[src/design/tlb_pkg.sv]
// tlb_pkg: shared widths, opcodes, controller/datapath command and status structs
// no dependencies

package tlb_pkg;

    localparam int COORD_W   = 18;
    localparam int DIFF_W    = 19;
    localparam int PROD_W    = 38;
    localparam int CROSS_W   = 39;
    localparam int MAG_W     = 38;
    localparam int FRAC_W    = 16;
    localparam int QUO_W     = 19;
    localparam int REM_W     = MAG_W + FRAC_W;
    localparam int DSH_W     = MAG_W + QUO_W - 1;
    localparam int CNT_W     = 9;
    localparam int SLOT_W    = 8;
    localparam int VNUM_W    = 8;
    localparam int OP_W      = 2;
    localparam int CORNER_W  = 2;
    localparam int IDX_EXT_W = 13;
    localparam int STEP_W    = 5;
    localparam int NUM_CROSS = 6;

    localparam int DEF_MAX_TRIANGLES = 256;
    localparam int DEF_MAX_VERTICES  = 256;

    localparam logic [STEP_W-1:0] MUL_LAST = STEP_W'(NUM_CROSS);
    localparam logic [STEP_W-1:0] DIV_LAST = STEP_W'(QUO_W - 1);

    localparam logic [OP_W-1:0] OP_VERTEX = 2'd0;
    localparam logic [OP_W-1:0] OP_CORNER = 2'd1;
    localparam logic [OP_W-1:0] OP_QUERY  = 2'd2;

    localparam logic [CORNER_W-1:0] CORNER_A = 2'd0;
    localparam logic [CORNER_W-1:0] CORNER_B = 2'd1;
    localparam logic [CORNER_W-1:0] CORNER_C = 2'd2;

    // weight select for the divider
    localparam logic [1:0] WSEL_1 = 2'd0;
    localparam logic [1:0] WSEL_2 = 2'd1;
    localparam logic [1:0] WSEL_3 = 2'd2;

    // cross product slots
    localparam logic [2:0] X_N3 = 3'd0;
    localparam logic [2:0] X_D3 = 3'd1;
    localparam logic [2:0] X_N2 = 3'd2;
    localparam logic [2:0] X_D2 = 3'd3;
    localparam logic [2:0] X_N1 = 3'd4;
    localparam logic [2:0] X_D1 = 3'd5;

    typedef struct packed {
        logic       load_vtx;
        logic       load_crn;
        logic       start_query;
        logic       crn_rd;
        logic       vtx_rd;
        logic [1:0] vtx_sel;
        logic       vtx_lat;
        logic [1:0] lat_sel;
        logic       diff_en;
        logic       mul_en;
        logic [2:0] mul_sel;
        logic       sub_en;
        logic [2:0] sub_sel;
        logic       next_tri;
        logic       div_start;
        logic       div_step;
        logic       div_store;
        logic [1:0] div_sel;
        logic       out_hit;
        logic       out_none;
    } tlb_cmd_t;

    typedef struct packed {
        logic limit_zero;
        logic last_tri;
        logic tri_hit;
        logic out_free;
    } tlb_stat_t;

endpackage

[src/design/tlb_control.sv]
// tlb_control: sequencer for loads, triangle scan and weight division
// depends on tlb_pkg

module tlb_control
    import tlb_pkg::*;
(
    input  logic            clk,
    input  logic            rst_n,
    input  logic            in_valid,
    input  logic [OP_W-1:0] opcode,
    output logic            in_ready,
    input  tlb_stat_t       stat,
    output tlb_cmd_t        cmd
);

    localparam logic [3:0] S_IDLE     = 4'd0;
    localparam logic [3:0] S_CRN      = 4'd1;
    localparam logic [3:0] S_V0       = 4'd2;
    localparam logic [3:0] S_V1       = 4'd3;
    localparam logic [3:0] S_V2       = 4'd4;
    localparam logic [3:0] S_V3       = 4'd5;
    localparam logic [3:0] S_DIFF     = 4'd6;
    localparam logic [3:0] S_MUL      = 4'd7;
    localparam logic [3:0] S_EVAL     = 4'd8;
    localparam logic [3:0] S_DSTART   = 4'd9;
    localparam logic [3:0] S_DSTEP    = 4'd10;
    localparam logic [3:0] S_DSTORE   = 4'd11;
    localparam logic [3:0] S_OUT_HIT  = 4'd12;
    localparam logic [3:0] S_OUT_NONE = 4'd13;

    logic [3:0]        state_reg, state_next;
    logic [STEP_W-1:0] step_reg, step_next;
    logic [1:0]        dsel_reg, dsel_next;
    logic [STEP_W-1:0] step_prev;

    assign in_ready  = state_reg == S_IDLE;
    assign step_prev = step_reg - STEP_W'(1);

    always_comb
    begin
        state_next = state_reg;
        step_next  = step_reg;
        dsel_next  = dsel_reg;
        cmd        = '0;
        cmd.div_sel = dsel_reg;
        case (state_reg)
            S_IDLE:
            begin
                if (in_valid)
                begin
                    case (opcode)
                        OP_VERTEX: cmd.load_vtx = 1'b1;
                        OP_CORNER: cmd.load_crn = 1'b1;
                        OP_QUERY:
                        begin
                            cmd.start_query = 1'b1;
                            state_next = stat.limit_zero ? S_OUT_NONE : S_CRN;
                        end
                        default: ;
                    endcase
                end
            end
            S_CRN:
            begin
                cmd.crn_rd = 1'b1;
                state_next = S_V0;
            end
            S_V0:
            begin
                cmd.vtx_rd  = 1'b1;
                cmd.vtx_sel = CORNER_A;
                state_next  = S_V1;
            end
            S_V1:
            begin
                cmd.vtx_lat = 1'b1;
                cmd.lat_sel = CORNER_A;
                cmd.vtx_rd  = 1'b1;
                cmd.vtx_sel = CORNER_B;
                state_next  = S_V2;
            end
            S_V2:
            begin
                cmd.vtx_lat = 1'b1;
                cmd.lat_sel = CORNER_B;
                cmd.vtx_rd  = 1'b1;
                cmd.vtx_sel = CORNER_C;
                state_next  = S_V3;
            end
            S_V3:
            begin
                cmd.vtx_lat = 1'b1;
                cmd.lat_sel = CORNER_C;
                state_next  = S_DIFF;
            end
            S_DIFF:
            begin
                cmd.diff_en = 1'b1;
                step_next   = '0;
                state_next  = S_MUL;
            end
            S_MUL:
            begin
                cmd.mul_en  = step_reg < MUL_LAST;
                cmd.mul_sel = step_reg[2:0];
                cmd.sub_en  = step_reg != '0;
                cmd.sub_sel = step_prev[2:0];
                if (step_reg == MUL_LAST)
                    state_next = S_EVAL;
                else
                    step_next = step_reg + STEP_W'(1);
            end
            S_EVAL:
            begin
                if (stat.tri_hit)
                begin
                    dsel_next  = WSEL_1;
                    state_next = S_DSTART;
                end
                else if (stat.last_tri)
                    state_next = S_OUT_NONE;
                else
                begin
                    cmd.next_tri = 1'b1;
                    state_next   = S_CRN;
                end
            end
            S_DSTART:
            begin
                cmd.div_start = 1'b1;
                step_next     = '0;
                state_next    = S_DSTEP;
            end
            S_DSTEP:
            begin
                cmd.div_step = 1'b1;
                if (step_reg == DIV_LAST)
                    state_next = S_DSTORE;
                else
                    step_next = step_reg + STEP_W'(1);
            end
            S_DSTORE:
            begin
                cmd.div_store = 1'b1;
                if (dsel_reg == WSEL_3)
                    state_next = S_OUT_HIT;
                else
                begin
                    dsel_next  = dsel_reg + 2'd1;
                    state_next = S_DSTART;
                end
            end
            S_OUT_HIT:
            begin
                if (stat.out_free)
                begin
                    cmd.out_hit = 1'b1;
                    state_next  = S_IDLE;
                end
            end
            S_OUT_NONE:
            begin
                if (stat.out_free)
                begin
                    cmd.out_none = 1'b1;
                    state_next   = S_IDLE;
                end
            end
            default: state_next = S_IDLE;
        endcase
    end

    always_ff @(posedge clk or negedge rst_n)
    begin
        if (!rst_n)
        begin
            state_reg <= S_IDLE;
            step_reg  <= '0;
            dsel_reg  <= '0;
        end
        else
        begin
            state_reg <= state_next;
            step_reg  <= step_next;
            dsel_reg  <= dsel_next;
        end
    end

endmodule

[config.mk]
export PLATFORM = sky130hd
export DESIGN_NAME = tlb_control
export DESIGN_NICKNAME = d
export VERILOG_FILES = /design/src/design/tlb_pkg.sv /design/src/design/tlb_control.sv
export SDC_FILE = /design/constraint.sdc
export NUM_CORES = 1
export LEC_CHECK = 0
export BUFFER_PORTS_ARGS = -buffer_cell sky130_fd_sc_hd__buf_2
export CORE_MARGIN = 2
export CORE_UTILIZATION = 49
export CTS_CLUSTER_SIZE = 12
export DETAILED_ROUTE_END_ITERATION = 7
export HOLD_SLACK_MARGIN = 0.06
export MAX_ROUTING_LAYER = met4
export PLACE_DENSITY = 0.78
export SYNTH_ARGS = -nofsm -noshare
export SYNTH_HDL_FRONTEND = slang
export SYNTH_SLANG_ARGS = --single-unit
[constraint.sdc]
create_clock -name clk -period 2.4 [get_ports clk]
set_clock_uncertainty 0.15 [all_clocks]
set_input_delay 0.36 -clock clk [delete_from_list [all_inputs] [get_ports clk]]
set_output_delay 0.36 -clock clk [all_outputs]
set_load 0.05 [all_outputs]
=== Word level (Yosys, flattened, before mapping) ===
Cells that the tools add are included.

* Register bits: 11
* Bits of input ports: 9
* Output and inout port bits: 28
* Word-level logic and storage cells: 79

* Add/sub/neg operators: 3
* $lt $le $gt $ge: 1
* Equality and inequality tests: 27
* Mux-type cells: 35
* Reductions and logical operators: 10

{| class="wikitable"
|+ Operators by type and width
! operator !! number
|-
| 4-bit one-hot mux with 13 select lines || 1
|-
| 4-bit two-way mux || 8
|-
| 4-bit equality test, second input constant || 6
|-
| 3-bit one-hot mux with 3 select lines || 2
|-
| 4-bit by 3-bit equality test with 1-bit output, second input constant || 4
|-
| 5-bit one-hot mux with 3 select lines || 1
|-
| 1-bit two-way mux || 14
|-
| 2-bit inequality test, second input constant || 7
|-
| 5-bit two-way mux || 2
|-
| 3-bit two-way mux || 3
|-
| 4-bit by 2-bit equality test with 1-bit output, second input constant || 2
|-
| 8-bit two-way mux || 1
|-
| 3-bit AND reduction || 2
|-
| 5-bit by 1-bit adder with 5-bit output, second input constant || 1
|-
| 5-bit by 3-bit equality test with 1-bit output, second input constant || 1
|-
| 5-bit equality test, second input constant || 1
|-
| 5-bit by 3-bit < comparator with 1-bit output, second input constant || 1
|-
| 5-bit AND reduction || 1
|-
| 5-bit nonzero test || 1
|-
| 2-bit equality test, second input constant || 2
|-
| 4-bit by 1-bit equality test with 1-bit output, second input constant || 1
|-
| 4-bit logical NOT || 1
|-
| 2-bit two-way mux || 2
|-
| 2-bit by 1-bit inequality test with 1-bit output, second input constant || 2
|-
| other kinds (8) || 9
|}

=== Longest topological paths before layout ===
* Word-level depth: 4
* Depth in mapped cells: 7
* Mapped depth without buffers: 7

=== Least setup slack after synthesis ===
Ideal clock, no wire load.

* Path type: reg2out
* Start: reg state_reg[2]
* End: out cmd[15] (netlist bit)
* Data arrival time: 3.215 ns
* Required time: 1.890 ns
* Setup slack: -1.325 ns
* Cell stages (with the launch flop): 5
* Buffers on the path: 2
* Cells stage by stage: dfrtp_1 > buf_2 > nand4b_1 > buf_4 > a2111oi_0

{| class="wikitable"
|+ RTL lines
! item !! line !! source
|-
| start, declared || tlb_control.sv:31 || <nowiki>logic [3:0] state_reg, state_next;</nowiki>
|-
| start signal, assigned || tlb_control.sv:183 || <nowiki>state_reg <= state_next;</nowiki>
|-
| end, declared || tlb_control.sv:13 || <nowiki>output tlb_cmd_t cmd</nowiki>
|}

==> results.json <==
{
  "status": "finished clean",
  "drt_iter0_drc": 53,
  "ctsLongestPathBuffers": 2,
  "r2r_cells": 7,
  "dpl_cell_area_um2": 1250,
  "syn_nets": 146,
  "path_buf_inv": 1,
  "final-hold-violation-count": 0,
  "dieHeight_um": 50.7,
  "die_w_um": 50.7,
  "grt_max_degree": 16,
  "overflow": 0,
  "total_power_mw": 1.84,
  "grt_pass1_vias": 971,
  "cp_max_fo": 12,
  "power_leakage_nw": 0.639,
  "largest_reg_flops": 5,
  "fin_crit_sh": 0.949,
  "vias_per_cell": 5.51,
  "syn_to_final_growth_pct": 21.2,
  "rsz0062_at_grt": "no",
  "maxSlewHeadroom": 0.703,
  "sw_frac_of_total": 0.605,
  "post-dp-hpwl_mm": 1.94,
  "switchingPower_mw": 1.11,
  "timing.fmax_ghz": 0.439,
  "core-area_um2": 2000,
  "drive_gt1_frac": 0.380,
  "final_nets": 181,
  "final_cell_area_um2": 1290,
  "ys_seq_area_frac": 0.258,
  "start_util": 0.534,
  "grt_pass1_wl_mm": 4.35,
  "fin_crit_ns": 2.28,
  "yosysWarnings": 0,
  "clockRootBuffer": "clkbuf_4",
  "criticalPathCategory": "flop to output pin",
  "cts.clk_slew.worst_paths_ns": 0.08,
  "netlist_top_cells_area": "dfrtp_1, nor2_1, ha_1, nand2_1, inv_1",
  "fin_setup_tns_ns": 0,
  "cp-start-kind": "flop",
  "cts-buffers-inserted": 3,
  "p_comb_frac": 0.703,
  "grt_util_all_layers": 0.226,
  "synth_cell_types": 43,
  "p_clk_frac": 0.073,
  "first_pass_iters": 4,
  "ys_ff_latch": 11,
  "ctsHtreeMaxLevel": 1,
  "netlist.area_leader.share": 0.258,
  "diodes": 0,
  "crit_path_max_incr_delay_ns": 0.50,
  "ir_worst_vdd_mv": 0.977,
  "hold_class": "primary input to async pin",
  "num_vias": 1064,
  "finalWirelength_mm": 2.58,
  "setup_viol": 0,
  "antenna_found_initial": 0,
  "synth_cells": 132,
  "placed_cells": 188,
  "instances_no_fill": 193,
  "cell_internal_pwr_mw": 0.726,
  "cts_setup_buffers": 0,
  "syn_area_um2": 1070,
  "dp_slack_ns": 0.341,
  "io_pins": 37,
  "power_frac_seq": 0.224,
  "routedWlPerCell_um": 13.4,
  "worst_pin_slew_ns": 0.446,
  "endpoint_kind": "output pin",
  "crit_required_ns": 1.89,
  "clkSinkCount": 11,
  "slowest_stage": "dfrtp_2",
  "drc": 0,
  "cpLargestDelayFamily": "simple AND/OR/NAND/NOR gates",
  "maxSlewViolCount": 0,
  "cp.depth": 3,
  "io_buffers": 36,
  "cp_cell_sequence": "or2_1, nor4_2, buf_2",
  "antenna_left": 0,
  "avgSynthCellArea_um2": 8.09,
  "drv_cap": 0,
  "gp_congestion": 0.927,
  "fp-row-count": 16,
  "yosysTopAreaCell": "dfrtp_1",
  "setup_ws_ns": 0.122,
  "worstPathArrival_ns": 1.77,
  "fp.dieArea_um2": 2570,
  "cts_tree": "built",
  "clk_latency_ns": 0.28,
  "pwr_density_cell_nw_per_um2": 1420
}
[repair_timing]
action / CTS / global route
hold buffers: 1 / 0
hold endpoints to repair: 11 / 0
endpoints found under the setup margin: 1 / 7
pin swaps: 0 / 0
gates resized for setup: 1 / 2
[placed cells by master (no fill, tap or decap), types with 2 or more instances in the layout]
cell and count:
buf_2 36, nor2_1 23, nand2_1 11, inv_1 10, dfrtp_1 8, o21ai_0 7, nor3_1 6, a21oi_1 6
ha_1 5, nand3_1 4, a31oi_1 3, xnor2_1 3, clkbuf_4 3, buf_4 3, dfrtp_2 3, and4bb_2 2
nand2b_1 2, nor4_2 2, a22o_1 2, mux2_4 2
[path summary, 6_finish.rpt]
kind	start	endpoint	slack, ns
max	state_reg[1]	cmd[24]	0.12
min	rst_n	step_reg[2]	0.32
max reg2reg	step_reg[0]	step_reg[0]	0.47
min reg2reg	dsel_reg[1]	dsel_reg[1]	0.39
max in group asynchronous	rst_n	state_reg[0]	1.55
min in group clk	stat[2]	state_reg[3]	0.33
[stage by stage]
| step | hold WS [ns] | util |
|---|---|---|
| CTS | 0.323 | 0.646 |
| floorplan | -0.0856 | - |
| global placement | 0.102 | 0.627 |
| global route | 0.348 | 0.647 |
| finish | 0.324 | 0.647 |
| detailed placement | 0.0960 | 0.627 |
[routing by layer]
| layer | global-route usage | share of wire | vias up |
|---|---|---|---|
| met1 | 0.305 | 0.48 | 475 |
| li1 | - | - | 533 |
| met4 | 0.113 | 0.025 | 0 |
| met3 | 0.0327 | 0.065 | 6 |
| met2 | 0.329 | 0.43 | 50 |
| met5 | - | 0 | - |
[synth_stat cells, drive strengths merged]
master	count
a2111oi	1
a21oi	6
a221oi	1
a22o	2
a22oi	1
a2bb2oi	1
a31oi	3
and4b	1
and4bb	3
buf	10
dfrtp	11
ha	5
inv	10
mux2	3
nand2	11
nand2b	3
nand3	5
nand3b	1
nand4b	1
nor2	24
nor2b	1
nor3	6
nor3b	1
nor4	3
o21ai	9
o22ai	1
o2bb2ai	1
o31ai	2
o32a	1
or2	1
xnor2	3
[cell families (layout without fill, tap and decap cells)]
family | Yosys count | in the layout | synth area share
adders and majority gates | 5 | 5 | 0.0585
DFF | 11 | 11 | 0.258
muxes | 3 | 3 | 0.0386
xor gates and xnor gates | 3 | 3 | 0.0246
AOI/OAI and AO/OA | 29 | 29 | 0.201
buffers and inverters | 20 | 54 | 0.108
and+or+nand+nor | 61 | 61 | 0.311
[power groups by stage]
stage                     sequential (mW)  combinational, mW  clock [mW]
after floorplan                     0.350               1.14           0
after global placement              0.401               1.28           0
after detailed placement            0.404               1.28           0
after CTS                           0.403               1.29       0.135
after global routing                0.427               1.40       0.145
final                               0.411               1.29       0.135
[final cells by class]
class,instances,area [um2]
Inverter,10,37.5
Tap cell,27,33.8
Multi-Input combinational cell,101,706
Fill cell,172,707
Timing Repair Buffer,40,213
Clock buffer,4,26.3
Sequential cell,11,279
Power figures use the tool's default switching activity.
